File: config.mk
export PLATFORM = sky130hd
export DESIGN_NAME = pci_host_bridge_config_space
export DESIGN_NICKNAME = d
export VERILOG_FILES = /design/src/hw/rtl/phb_pkg.sv /design/src/hw/rtl/phb_ram.sv /design/src/hw/rtl/phb_core.sv /design/src/hw/rtl/phb_out.sv /design/src/hw/rtl/pci_host_bridge_config_space.sv
export SDC_FILE = /design/constraint.sdc
export NUM_CORES = 2
export LEC_CHECK = 0
export BUFFER_PORTS_ARGS = -buffer_cell sky130_fd_sc_hd__buf_2
export CAP_MARGIN = 25
export CORE_UTILIZATION = 40
export CTS_BUF_LIST = sky130_fd_sc_hd__clkbuf_16
export DETAILED_ROUTE_END_ITERATION = 7
export PLACE_DENSITY = 0.54
export SETUP_SLACK_MARGIN = 0.5
export SKIP_LAST_GASP = 1
export SYNTH_ARGS = -nofsm -noshare
export SYNTH_HDL_FRONTEND = slang
export SYNTH_SLANG_ARGS = --single-unit
File: constraint.sdc
create_clock -name clk_i -period 8.8 [get_ports clk_i]
set_clock_uncertainty 0.15 [all_clocks]
set_input_delay 1.76 -clock clk_i [delete_from_list [all_inputs] [get_ports clk_i]]
set_output_delay 1.76 -clock clk_i [all_outputs]
set_load 0.01 [all_outputs]
File: src/hw/rtl/phb_pkg.sv
// ----------------------------------------------------------------------------
// phb_pkg: shared types and constants of the host bridge configuration space
// Word layouts, action codes, register offsets and routing constants.
// ----------------------------------------------------------------------------
package phb_pkg;

  localparam int unsigned VARIANT_W = 3;
  localparam int unsigned PAM_NUM   = 7;

  // chip generation codes
  localparam logic [VARIANT_W-1:0] VAR_MID    = 3'd2;
  localparam logic [VARIANT_W-1:0] VAR_BOARD  = 3'd3;
  localparam logic [VARIANT_W-1:0] VAR_LATE   = 3'd4;
  localparam logic [VARIANT_W-1:0] VAR_NEWEST = 3'd6;
  localparam logic [VARIANT_W-1:0] VAR_SPARE  = 3'd7;

  typedef enum logic [1:0] {
    ACT_READ       = 2'd0,
    ACT_WRITE      = 2'd1,
    ACT_LOAD       = 2'd2,
    ACT_SOFT_RESET = 2'd3
  } action_e;

  // register offsets
  localparam logic [7:0] ADDR_CMD_LO    = 8'h04;
  localparam logic [7:0] ADDR_CMD_HI    = 8'h05;
  localparam logic [7:0] ADDR_STS_LO    = 8'h06;
  localparam logic [7:0] ADDR_STS_HI    = 8'h07;
  localparam logic [7:0] ADDR_LOCK_LO   = 8'h10;
  localparam logic [7:0] ADDR_LOCK_HI   = 8'h4e;
  localparam logic [7:0] ADDR_CACHE_CTL = 8'h52;
  localparam logic [7:0] ADDR_PAM0      = 8'h59;
  localparam logic [7:0] ADDR_PAM1      = 8'h5a;
  localparam logic [7:0] ADDR_PAM6      = 8'h5f;
  localparam logic [7:0] ADDR_SMRAM     = 8'h72;

  // region constants
  localparam logic [19:0] BIOS_BASE   = 20'hf0000;
  localparam logic [17:0] BIOS_SIZE   = 18'h10000;
  localparam logic [19:0] PAM_BASE    = 20'hc0000;
  localparam logic [17:0] PAM_SIZE    = 18'h04000;
  localparam logic [19:0] SMRAM_BASE  = 20'ha0000;
  localparam logic [17:0] SMRAM_SIZE  = 18'h20000;
  localparam logic [7:0]  SMRAM_OPEN  = 8'h48;
  localparam logic [7:0]  SMRAM_RESET = 8'h02;

  typedef struct packed {
    logic [1:0] action;
    logic [2:0] function_number;
    logic [7:0] reg_addr;
    logic [7:0] write_data;
  } in_t;

  typedef struct packed {
    logic [7:0]  read_data;
    logic        map_valid;
    logic [19:0] map_base;
    logic [17:0] map_size;
    logic        read_internal;
    logic        write_internal;
    logic        shadow_bios;
    logic        ext_cache_enable;
    logic        last;
  } out_t;

  // one or two result words offered by the core
  typedef struct packed {
    logic valid;
    logic two;
    out_t first;
    out_t second;
  } res_pair_t;

endpackage

File: src/hw/rtl/phb_ram.sv
// ----------------------------------------------------------------------------
// phb_ram: generic single-port-write, single-port-read RAM
// One write and one registered read per cycle.
// ----------------------------------------------------------------------------
module phb_ram #(
  parameter int unsigned WIDTH = 8,
  parameter int unsigned DEPTH = 256
) (
  input  logic                     clk_i,
  input  logic                     we_i,
  input  logic [$clog2(DEPTH)-1:0] waddr_i,
  input  logic [WIDTH-1:0]         wdata_i,
  input  logic                     re_i,
  input  logic [$clog2(DEPTH)-1:0] raddr_i,
  output logic [WIDTH-1:0]         rdata_o
);

  logic [WIDTH-1:0] mem_q [DEPTH];
  logic [WIDTH-1:0] rdata_q;

  // write port
  always_ff @(posedge clk_i) begin
    if (we_i) begin
      mem_q[waddr_i] <= wdata_i;
    end
  end

  // registered read port
  always_ff @(posedge clk_i) begin
    if (re_i) begin
      rdata_q <= mem_q[raddr_i];
    end
  end

  assign rdata_o = rdata_q;

endmodule

File: src/hw/rtl/phb_core.sv
// ----------------------------------------------------------------------------
// phb_core: input register, configuration store and access decode
// Holds one access word, reads the byte store, applies the write masks and
// works out the region mapping words and flags in a single pass.
// ----------------------------------------------------------------------------
module phb_core (
  input  logic                           clk_i,
  input  logic                           rst_ni,
  input  logic                           in_valid_i,
  output logic                           in_stall_o,
  input  phb_pkg::in_t                   in_i,
  input  logic                           cfg_valid_i,
  output logic                           cfg_ready_o,
  input  logic [phb_pkg::VARIANT_W-1:0]  cfg_data_i,
  output phb_pkg::res_pair_t             req_o,
  input  logic                           take_i
);
  import phb_pkg::*;

  typedef struct packed {
    logic        valid;
    logic [19:0] base;
    logic [17:0] size;
    logic [1:0]  route;
  } map_t;

  // reset contents after a default load, per chip generation
  function automatic logic [7:0] default_byte(logic [VARIANT_W-1:0] chip, logic [7:0] a);
    logic [7:0] r;
    r = 8'h00;
    unique case (a)
      8'h00: r = 8'h86;
      8'h01: r = 8'h80;
      8'h02: r = (chip <= 3'd1) ? 8'ha3 : (chip <= VAR_BOARD) ? 8'h2d :
                 (chip == VAR_LATE) ? 8'h50 : (chip == 3'd5) ? 8'h30 : 8'h37;
      8'h03: r = (chip <= 3'd1) ? 8'h04 : (chip == 3'd5) ? 8'h70 : 8'h12;
      8'h04: r = 8'h06;
      8'h06: r = (chip == VAR_NEWEST) ? 8'h80 : 8'h00;
      8'h07: r = (chip == VAR_MID) ? 8'h82 : (chip == VAR_NEWEST) ? 8'h00 : 8'h02;
      8'h08: r = (chip == 3'd0) ? 8'h03 : (chip == 3'd1) ? 8'h10 :
                 (chip == VAR_BOARD || chip == VAR_NEWEST) ? 8'h02 : 8'h00;
      8'h0b: r = 8'h06;
      8'h2c: r = (chip == VAR_NEWEST) ? 8'hf4 : 8'h00;
      8'h2d: r = (chip == VAR_NEWEST) ? 8'h1a : 8'h00;
      8'h2f: r = (chip == VAR_NEWEST) ? 8'h11 : 8'h00;
      8'h50: r = (chip == 3'd0) ? 8'h80 : (chip == 3'd1) ? 8'ha0 : 8'h00;
      8'h51: r = (chip == VAR_LATE) ? 8'h20 : (chip == VAR_NEWEST) ? 8'h01 : 8'h00;
      8'h52: r = (chip == 3'd1) ? 8'h44 : (chip == VAR_LATE) ? 8'hb5 :
                 (chip == 3'd5) ? 8'h42 : (chip == VAR_NEWEST) ? 8'h00 : 8'h40;
      8'h53: r = (chip == 3'd5) ? 8'h14 : (chip == VAR_NEWEST) ? 8'h80 : 8'h00;
      8'h56: r = (chip == VAR_LATE || chip == 3'd5) ? 8'h52 : 8'h00;
      8'h57: r = (chip >= VAR_MID) ? 8'h01 : 8'h31;
      8'h58: r = (chip == VAR_NEWEST) ? 8'h10 : 8'h00;
      8'h59: r = (chip == VAR_LATE) ? 8'h40 : 8'h00;
      8'h5a, 8'h5b, 8'h5c, 8'h5d, 8'h5e:
             r = (chip == VAR_LATE) ? 8'h44 : (chip == VAR_NEWEST) ? 8'h11 : 8'h00;
      8'h5f: r = (chip == VAR_LATE) ? 8'h44 : (chip == VAR_NEWEST) ? 8'h31 : 8'h00;
      8'h60, 8'h61, 8'h62, 8'h63, 8'h64:
             r = 8'h02;
      8'h65: r = (chip == VAR_LATE) ? 8'h02 : 8'h00;
      8'h66: r = (chip == 3'd1 || chip == VAR_LATE) ? 8'h02 : 8'h00;
      8'h67: r = (chip == 3'd1 || chip == VAR_LATE) ? 8'h02 :
                 (chip == 3'd5) ? 8'h11 : 8'h00;
      8'h68: r = (chip == VAR_LATE) ? 8'h11 : 8'h00;
      8'h69: r = (chip == 3'd5) ? 8'h03 : 8'h00;
      8'h70: r = (chip == 3'd5) ? 8'h20 : 8'h00;
      8'h72: r = (chip >= VAR_MID) ? 8'h02 : 8'h00;
      8'h74: r = (chip == 3'd5) ? 8'h0e : 8'h00;
      8'h78: r = (chip == 3'd5) ? 8'h23 : 8'h00;
      default: r = 8'h00;
    endcase
    return r;
  endfunction

  // offsets that ignore writes: identification bytes and the locked window
  function automatic logic is_locked(logic [7:0] a);
    logic l;
    l = 1'b0;
    unique case (a)
      8'h00, 8'h01, 8'h02, 8'h03, 8'h08, 8'h09, 8'h0a, 8'h0b, 8'h0c, 8'h0e:
        l = 1'b1;
      default:
        l = (a >= ADDR_LOCK_LO) && (a <= ADDR_LOCK_HI);
    endcase
    return l;
  endfunction

  // write masks for command and status bytes
  function automatic logic [7:0] masked_value(logic [VARIANT_W-1:0] chip, logic [7:0] a,
                                              logic [7:0] v);
    logic [7:0] r;
    r = v;
    unique case (a)
      ADDR_CMD_LO: begin
        if (chip >= VAR_MID) begin
          r = v & ((chip == VAR_BOARD) ? 8'h06 : 8'h02);
        end else begin
          r = v & 8'h42;
        end
        r = r | 8'h04;
      end
      ADDR_CMD_HI: r = (chip >= VAR_MID) ? 8'h00 : (v & 8'h01);
      ADDR_STS_LO: r = 8'h00;
      ADDR_STS_HI: begin
        if (chip >= VAR_LATE) begin
          r = (v & 8'h80) | 8'h02;
        end else begin
          r = (chip == VAR_BOARD) ? 8'h22 : 8'h02;
        end
      end
      default: r = v;
    endcase
    return r;
  endfunction

  function automatic out_t make_word(map_t m, logic [7:0] rd, logic bios, logic ext,
                                     logic lst);
    out_t w;
    w.read_data        = rd;
    w.map_valid        = m.valid;
    w.map_base         = m.valid ? m.base : '0;
    w.map_size         = m.valid ? m.size : '0;
    w.read_internal    = m.valid & m.route[0];
    w.write_internal   = m.valid & m.route[1];
    w.shadow_bios      = bios;
    w.ext_cache_enable = ext;
    w.last             = lst;
    return w;
  endfunction

  in_t                   in_q;
  logic                  in_vld_q;
  logic [VARIANT_W-1:0]  chip_q;
  logic                  loaded_q;
  logic [VARIANT_W-1:0]  ldvar_q;
  logic [255:0]          vld_q;
  logic [7:0]            pam_q [PAM_NUM];
  logic [7:0]            smram_q;
  logic                  bios_q;
  logic                  ext_q;
  logic                  byp_q;
  logic [7:0]            byp_data_q;
  logic [7:0]            ram_rdata;

  logic [VARIANT_W-1:0]  chip;
  logic                  accept;
  logic                  commit;
  logic                  fn_zero;
  logic                  do_write;
  logic                  is_pam;
  logic                  is_smram;
  logic [2:0]            pam_idx;
  logic [2:0]            blk_idx;
  logic [19:0]           blk_base;
  logic [7:0]            wval;
  logic [7:0]            old_shadow;
  logic [7:0]            diff;
  logic                  ram_we;
  logic                  bios_d;
  logic                  ext_d;
  logic [7:0]            rd_byte;
  logic [7:0]            rd_data;
  map_t                  map_a;
  map_t                  map_b;
  map_t                  map_first;

  // handshakes
  assign chip        = (chip_q == VAR_SPARE) ? VAR_NEWEST : chip_q;
  assign commit      = in_vld_q & take_i;
  assign in_stall_o  = in_vld_q & ~take_i;
  assign accept      = in_valid_i & ~in_stall_o;
  assign cfg_ready_o = 1'b1;

  // access decode
  assign fn_zero  = (in_q.function_number == '0);
  assign is_pam   = (in_q.reg_addr >= ADDR_PAM0) && (in_q.reg_addr <= ADDR_PAM6);
  assign is_smram = (in_q.reg_addr == ADDR_SMRAM);
  assign pam_idx  = 3'(in_q.reg_addr - ADDR_PAM0);
  assign blk_idx  = 3'(in_q.reg_addr - ADDR_PAM1);
  assign blk_base = PAM_BASE + {2'b00, blk_idx, 15'h0000};
  assign do_write = (in_q.action == ACT_WRITE) && fn_zero && !is_locked(in_q.reg_addr);
  assign wval     = masked_value(chip, in_q.reg_addr, in_q.write_data);
  assign ram_we   = commit && do_write && !is_pam && !is_smram;

  always_comb begin
    if (is_smram) begin
      old_shadow = smram_q;
    end else if (is_pam) begin
      old_shadow = pam_q[pam_idx];
    end else begin
      old_shadow = 8'h00;
    end
  end
  assign diff = old_shadow ^ wval;

  // read path: shadow flops, written bytes, then defaults
  always_comb begin
    if (is_smram || is_pam) begin
      rd_byte = old_shadow;
    end else if (vld_q[in_q.reg_addr]) begin
      rd_byte = byp_q ? byp_data_q : ram_rdata;
    end else if (loaded_q) begin
      rd_byte = default_byte(ldvar_q, in_q.reg_addr);
    end else begin
      rd_byte = 8'h00;
    end
    if (in_q.action == ACT_READ) begin
      rd_data = fn_zero ? rd_byte : 8'hff;
    end else begin
      rd_data = 8'h00;
    end
  end

  // mapping words and flags
  always_comb begin
    map_a  = '0;
    map_b  = '0;
    bios_d = bios_q;
    ext_d  = ext_q;
    unique case (in_q.action)
      ACT_WRITE: begin
        if (do_write) begin
          if (in_q.reg_addr == ADDR_PAM0) begin
            if (diff[7:4] != 4'h0) begin
              map_a  = '{valid: 1'b1, base: BIOS_BASE, size: BIOS_SIZE,
                         route: wval[5:4]};
              bios_d = wval[4];
            end
          end else if (is_pam) begin
            map_a = '{valid: (diff[3:0] != 4'h0), base: blk_base, size: PAM_SIZE,
                      route: wval[1:0]};
            map_b = '{valid: (diff[7:4] != 4'h0), base: blk_base + 20'(PAM_SIZE),
                      size: PAM_SIZE, route: wval[5:4]};
          end else if (is_smram) begin
            if (chip >= VAR_MID && (diff & SMRAM_OPEN) != 8'h00) begin
              map_a = '{valid: 1'b1, base: SMRAM_BASE, size: SMRAM_SIZE,
                        route: ((wval & SMRAM_OPEN) == SMRAM_OPEN) ? 2'b11 : 2'b00};
            end
          end else if (in_q.reg_addr == ADDR_CACHE_CTL) begin
            if (chip != VAR_NEWEST) begin
              ext_d = wval[0];
            end
          end
        end
      end
      ACT_LOAD: begin
        if (chip == VAR_NEWEST) begin
          ext_d = 1'b1;
        end
      end
      ACT_SOFT_RESET: begin
        // clear PAM0, then put SMRAM back to its reset value
        if (pam_q[0][7:4] != 4'h0) begin
          map_a  = '{valid: 1'b1, base: BIOS_BASE, size: BIOS_SIZE, route: 2'b00};
          bios_d = 1'b0;
        end
        if (chip >= VAR_MID && ((smram_q ^ SMRAM_RESET) & SMRAM_OPEN) != 8'h00) begin
          map_b = '{valid: 1'b1, base: SMRAM_BASE, size: SMRAM_SIZE, route: 2'b00};
        end
      end
      default: begin
        map_a = '0;
      end
    endcase
  end

  assign map_first = map_a.valid ? map_a : map_b;

  always_comb begin
    req_o.valid  = in_vld_q;
    req_o.two    = map_a.valid & map_b.valid;
    req_o.first  = make_word(map_first, rd_data, bios_d, ext_d, ~(map_a.valid & map_b.valid));
    req_o.second = make_word(map_b, rd_data, bios_d, ext_d, 1'b1);
  end

  // input register control
  always_ff @(posedge clk_i or negedge rst_ni) begin
    if (!rst_ni) begin
      in_vld_q <= 1'b0;
      byp_q    <= 1'b0;
    end else begin
      if (accept) begin
        in_vld_q <= 1'b1;
        byp_q    <= ram_we && (in_q.reg_addr == in_i.reg_addr);
      end else if (commit) begin
        in_vld_q <= 1'b0;
      end
    end
  end

  // input word and forwarded write byte
  always_ff @(posedge clk_i) begin
    if (accept) begin
      in_q       <= in_i;
      byp_data_q <= wval;
    end
  end

  // chip generation register
  always_ff @(posedge clk_i or negedge rst_ni) begin
    if (!rst_ni) begin
      chip_q <= '0;
    end else if (cfg_valid_i && cfg_ready_o) begin
      chip_q <= cfg_data_i;
    end
  end

  // architectural state updated once per word
  always_ff @(posedge clk_i or negedge rst_ni) begin
    if (!rst_ni) begin
      loaded_q <= 1'b0;
      ldvar_q  <= '0;
      vld_q    <= '0;
      smram_q  <= 8'h00;
      bios_q   <= 1'b0;
      ext_q    <= 1'b0;
      for (int i = 0; i < PAM_NUM; i++) begin
        pam_q[i] <= 8'h00;
      end
    end else if (commit) begin
      bios_q <= bios_d;
      ext_q  <= ext_d;
      unique case (in_q.action)
        ACT_WRITE: begin
          if (ram_we) begin
            vld_q[in_q.reg_addr] <= 1'b1;
          end
          if (do_write && is_pam) begin
            pam_q[pam_idx] <= wval;
          end
          if (do_write && is_smram) begin
            smram_q <= wval;
          end
        end
        ACT_LOAD: begin
          loaded_q <= 1'b1;
          ldvar_q  <= chip;
          vld_q    <= '0;
          smram_q  <= default_byte(chip, ADDR_SMRAM);
          for (int i = 0; i < PAM_NUM; i++) begin
            pam_q[i] <= default_byte(chip, ADDR_PAM0 + 8'(i));
          end
        end
        ACT_SOFT_RESET: begin
          pam_q[0] <= 8'h00;
          if (chip >= VAR_MID) begin
            smram_q <= SMRAM_RESET;
          end
        end
        default: begin
          loaded_q <= loaded_q;
        end
      endcase
    end
  end

  // byte store for everything without side effects
  phb_ram #(
    .WIDTH (8),
    .DEPTH (256)
  ) u_ram (
    .clk_i   (clk_i),
    .we_i    (ram_we),
    .waddr_i (in_q.reg_addr),
    .wdata_i (wval),
    .re_i    (accept),
    .raddr_i (in_i.reg_addr),
    .rdata_o (ram_rdata)
  );

endmodule

File: src/hw/rtl/phb_out.sv
// ----------------------------------------------------------------------------
// phb_out: result register with hold slot for a second mapping word
// Takes one or two words from the core and hands them out in order.
// ----------------------------------------------------------------------------
module phb_out (
  input  logic               clk_i,
  input  logic               rst_ni,
  input  phb_pkg::res_pair_t req_i,
  output logic               take_o,
  output logic               out_valid_o,
  input  logic               out_stall_i,
  output phb_pkg::out_t      out_o
);
  import phb_pkg::*;

  out_t out_q;
  out_t hold_q;
  logic out_vld_q;
  logic hold_vld_q;
  logic slot_free;

  assign slot_free   = ~out_vld_q | ~out_stall_i;
  assign take_o      = slot_free & ~hold_vld_q;
  assign out_valid_o = out_vld_q;
  assign out_o       = out_q;

  // control
  always_ff @(posedge clk_i or negedge rst_ni) begin
    if (!rst_ni) begin
      out_vld_q  <= 1'b0;
      hold_vld_q <= 1'b0;
    end else if (slot_free) begin
      if (hold_vld_q) begin
        out_vld_q  <= 1'b1;
        hold_vld_q <= 1'b0;
      end else begin
        out_vld_q  <= req_i.valid;
        hold_vld_q <= req_i.valid & req_i.two;
      end
    end
  end

  // words
  always_ff @(posedge clk_i) begin
    if (slot_free) begin
      if (hold_vld_q) begin
        out_q <= hold_q;
      end else if (req_i.valid) begin
        out_q  <= req_i.first;
        hold_q <= req_i.second;
      end
    end
  end

endmodule

File: src/hw/rtl/pci_host_bridge_config_space.sv
// ----------------------------------------------------------------------------
// pci_host_bridge_config_space: host bridge configuration space, function 0
// Byte-wide configuration register file with shadow region routing reports.
// ----------------------------------------------------------------------------
// Usage
//   in channel  : one access word (read, write, load defaults, soft reset)
//                 per accepted in_valid_i with in_stall_o low
//   out channel : one or two result words per access; last marks the final
//   cfg channel : chip generation code, to be written by the user only while the
//                 block is idle (the block does not enforce it); cfg_ready_o is always high
// Order: an accepted access is held in the input register, and its first
//   result word is then registered in the result register. Throughput: one
//   access per cycle while out_stall_i is low and it raises at most one
//   mapping word; a second word waits in the hold slot and holds back the next access.
// Reset: all bytes read as zero, flags and chip code clear; per-byte valid
//   flops make the store usable at once, with no clearing pass.
// Stall: while out_stall_i is high the result word holds, the pending
//   access stays in the input register and in_stall_o rises.
// ----------------------------------------------------------------------------
module pci_host_bridge_config_space (
  input  logic                          clk_i,
  input  logic                          rst_ni,
  input  logic                          in_valid_i,
  output logic                          in_stall_o,
  input  phb_pkg::in_t                  in_i,
  output logic                          out_valid_o,
  input  logic                          out_stall_i,
  output phb_pkg::out_t                 out_o,
  input  logic                          cfg_valid_i,
  output logic                          cfg_ready_o,
  input  logic [phb_pkg::VARIANT_W-1:0] cfg_data_i
);
  import phb_pkg::*;

  res_pair_t req;
  logic      take;

  // decode and state
  phb_core u_core (
    .clk_i       (clk_i),
    .rst_ni      (rst_ni),
    .in_valid_i  (in_valid_i),
    .in_stall_o  (in_stall_o),
    .in_i        (in_i),
    .cfg_valid_i (cfg_valid_i),
    .cfg_ready_o (cfg_ready_o),
    .cfg_data_i  (cfg_data_i),
    .req_o       (req),
    .take_i      (take)
  );

  // result register
  phb_out u_out (
    .clk_i       (clk_i),
    .rst_ni      (rst_ni),
    .req_i       (req),
    .take_o      (take),
    .out_valid_o (out_valid_o),
    .out_stall_i (out_stall_i),
    .out_o       (out_o)
  );

`ifndef NO_ASSERTIONS
  // an offered pair waits unchanged until the result side takes it
  a_req_hold: assert property (@(posedge clk_i) disable iff (!rst_ni)
    req.valid && !take |=> req.valid && $stable(req))
    else $error("result pair changed before it was taken");

  // a pair of words always carries two mapping changes
  a_two_maps: assert property (@(posedge clk_i) disable iff (!rst_ni)
    req.valid && req.two |-> req.first.map_valid && req.second.map_valid)
    else $error("second word offered without two mapping changes");

  // the first word is final exactly when no second word follows
  a_last_mark: assert property (@(posedge clk_i) disable iff (!rst_ni)
    req.valid |-> (req.first.last != req.two))
    else $error("last marker disagrees with word count");
`endif

endmodule
==> reports/summary.txt <==
NumNets Final: 5854
Worst Path Required: 9.41 ns
DP Area: 105000 µm²
Post-synth top area share: 65.0%
Worst slack at placement: 2.96 ns
Hold path depth: 1
Slowest cell delay on critical path: 0.80 ns
Synth warnings: 0
H-tree levels: 5
Vias in the first global route: 51100
Max cap viols: 0
FF/Latch Area: 72200 µm²
Min-Delay Endpoint: u_core.loaded_q$_DFFE_PN0P_
Arrival @ worst endpoint: 6.22 ns
Fmax achieved: 0.178 GHz
Fillers: 20700
CTS Root Cell: clkbuf_16
CP Cell Sequence: buf_4 -> ha_1 -> o211ai_1 -> o21ai_1 -> a2111o_1 -> buf_4 -> o21ai_2 -> and2_4 -> buf_4 -> nor2_1
Status: complete, no violations
Die Y: 498 µm
Largest net degree at the start of global routing: 169
FP Rows: 181
Sum Neg Setup Slack: 0 ns
RR Endpoint: u_core.vld_q[165]$_DFFE_PN0P_
Multi-input gate area: 26900 µm²
Cell count after synthesis: 5033
RSZ-0062 raised after global routing: false
Crit-path slowest cell: buf_4
CTS tree: done
Post-CTS Setup Inserts: 0
Tcrit/Tclk final: 63.7%
Minimum clock period: 5.60 ns
Post-synth EDFFs: 2127
Final hold vios: 0
Worst reg2reg setup slack: 3.20 ns
Clk sink count: 2460
Peak VDD IR: 0.221 mV
Design area: 114000 µm²
Final Slew Violations: 0
Area Growth Syn to Fin: 15.5%
Via Count: 50200
Initial Util: 40.3%
Initial DRC count: 4901
Port Buffers: 53
Hold Buf Count CTS: 0
P_leak: 39.4 nW
Predominant post-synthesis flop cell: edfxtp_1
Hpwl dp: 142000 µm
Clk pin slew, worst setup/hold paths: 0.06 ns
Setup violators final: 0
Power Dens Cells: 224 nW/µm²
Distinct cells, synth: 81
Die area: 248000 µm²
Grt ovf: 0
Mapped Area: 98300 µm²
CP most frequent cell: buf_4
Setup crit end kind: flop
WL final: 242000 µm
Ranking of synthesized cells by area: edfxtp_1, mux4_2, dfrtp_1
Die width: 498 µm
Num CTS Buffers: 281
Layout cell share with drive strength beyond 1: 23.1%
Worst setup path category: flop to flop
Hold Crit Start: u_core.loaded_q$_DFFE_PN0P_
Yosys reg bits: 2460
All-Layer GR Usage: 19.6%
GP Congestion: 0.822
DRC violations left: 0
CP max FO: 83
Post-cts sizing count: 0
First-pass GRT wire length: 358000 µm
Initial antenna violation count: 5
Worst-Skew Late Latency: 0.94 ns
Register area share after synthesis: 73.4%
Antenna-violating nets left: 0
Startpoint Class: flop
Worst Hold Class: flop to flop
Via density: 5.45
DR pass1 iterations: 5
Max_slew headroom: 17.2%
Register-to-Register Path Depth: 10
Dominant cell type by area after synthesis: edfxtp_1
Core area: 244000 µm²
Clock Path Buffers: 4
Async set-reset flop share out of synthesis: 13.5%
Worst Tran Pin Value: 1.24 ns
WL per Instance: 26.3 µm
Avg Cell Area, Syn: 19.5 µm²
# IOs: 84
Reg-to-Reg Start: u_core.in_q[8]$_DFFE_PP_
Slack of the critical path: 3.20 ns
-- how the worst max path moves through the flow --
stage	cells past startpoint	start	end	slack [ns]
after detailed placement	6	in_i[8]	u_core.u_ram.rdata_o[1]$_DFFE_PP_	2.96
after global placement	6	in_i[8]	u_core.u_ram.rdata_o[1]$_DFFE_PP_	2.97
after CTS	10	u_core.in_q[8]$_DFFE_PP_	u_core.vld_q[188]$_DFFE_PN0P_	3.10
final	10	u_core.in_q[8]$_DFFE_PP_	u_core.vld_q[165]$_DFFE_PN0P_	3.20
after global routing	10	u_core.in_q[8]$_DFFE_PP_	u_core.vld_q[168]$_DFFE_PN0P_	2.98
after floorplan	16	u_core.in_q[9]$_DFFE_PP_	u_out.out_o[2]$_DFFE_PP_	1.65
-- worst max-delay path, delay by kind of cell (launching register included) --
kind            cells  cell delay, ns
flops               1            0.39
compound gates      4            1.96
simple gates        2            0.85
fa+ha+maj           1            0.56
buf+inv             3            1.38
-- Yosys cell counts, types with 18 or more instances --
cell type,instances
mux2i_1,21
edfxtp_1,2127
o31ai_1,25
clkbuf_1,226
dfrtp_1,333
a32o_1,20
nand2b_1,18
buf_2,42
o21ai_0,47
nor2_1,494
nand3_1,31
nor3_1,46
buf_1,71
nand2_1,112
nor2b_1,19
a21oi_1,321
a22oi_1,21
inv_1,27
mux4_2,750
o22a_1,25
buf_4,35
-- cells in the final DEF (no fill, tap or decap), types with 81 or more instances in the layout --
cell type / n
clkbuf_16: 292
buf_4: 151
a21oi_1: 319
edfxtp_1: 2127
conb_1: 638
nand2_1: 111
mux4_2: 750
dfrtp_1: 333
nor2_1: 492
inv_1: 81
-- report_power, final --
| group | switching (mW) | internal (mW) |
|---|---|---|
| logic | 0.992 | 0.627 |
| clock network | 4.48 | 6.13 |
| registers | 0.135 | 13.1 |
-- registers in the layout, indices dropped and copies added (netlist names), 3 cells and up --
register	count
u_core.in_q	21
u_core.chip_q	3
u_out.out_o	23
u_core.pam_q	56
u_out.hold_q	19
u_core.vld_q	256
u_core.u_ram.rdata_o	8
u_core.smram_q	8
u_core.byp_data_q	8
u_core.ldvar_q	3
u_core.u_ram.mem_q	2048
-- through the flow --
stage	hold slack [ns]	cells	utilization, %	power, mW
3_3_place_gp	0.308	8696	43.0	15.0
6_report	0.322	9216	46.6	25.4
2_1_floorplan	0.284	5669	-	14.5
4_1_cts	0.323	9194	46.5	25.7
5_1_grt	0.355	9215	46.6	26.3
3_5_place_dp	0.305	8713	43.1	15.1
-- routing by layer --
layer  track usage (%)  share of wire [%]  up-vias
li1                  -                  -    21400
met1              27.8                 43    26800
met2              31.3                 48     1664
met3              3.48                6.4      352
met4              5.11                2.1        2
met5                 0             0.0045        -
-- layout make-up --
| class | count | share of cell area (%) |
|---|---|---|
| antenna | 2 | 0.00441 |
| clock buffer | 291 | 6.41 |
| clock inverter | 190 | 0.860 |
| inverter | 28 | 0.139 |
| multi-input combinational | 2807 | 23.7 |
| sequential | 2460 | 63.6 |
| tap | 3202 | 3.53 |
| timing repair buffer | 236 | 1.80 |
-- cell families (layout without fill, tap and decap cells) --
family	count (synthesis)	in the layout	share of synthesized area, %
DFF	2460	2460	73.4
adders and majority gates	11	11	0.140
AOI/OAI and AO/OA	564	564	3.52
other	2	640	0.00764
buffers and inverters	402	745	1.72
and+or+nand+nor	793	793	3.47
xor gates and xnor gates	17	17	0.151
muxes	784	784	17.5
(Power assumes the default switching activity.)
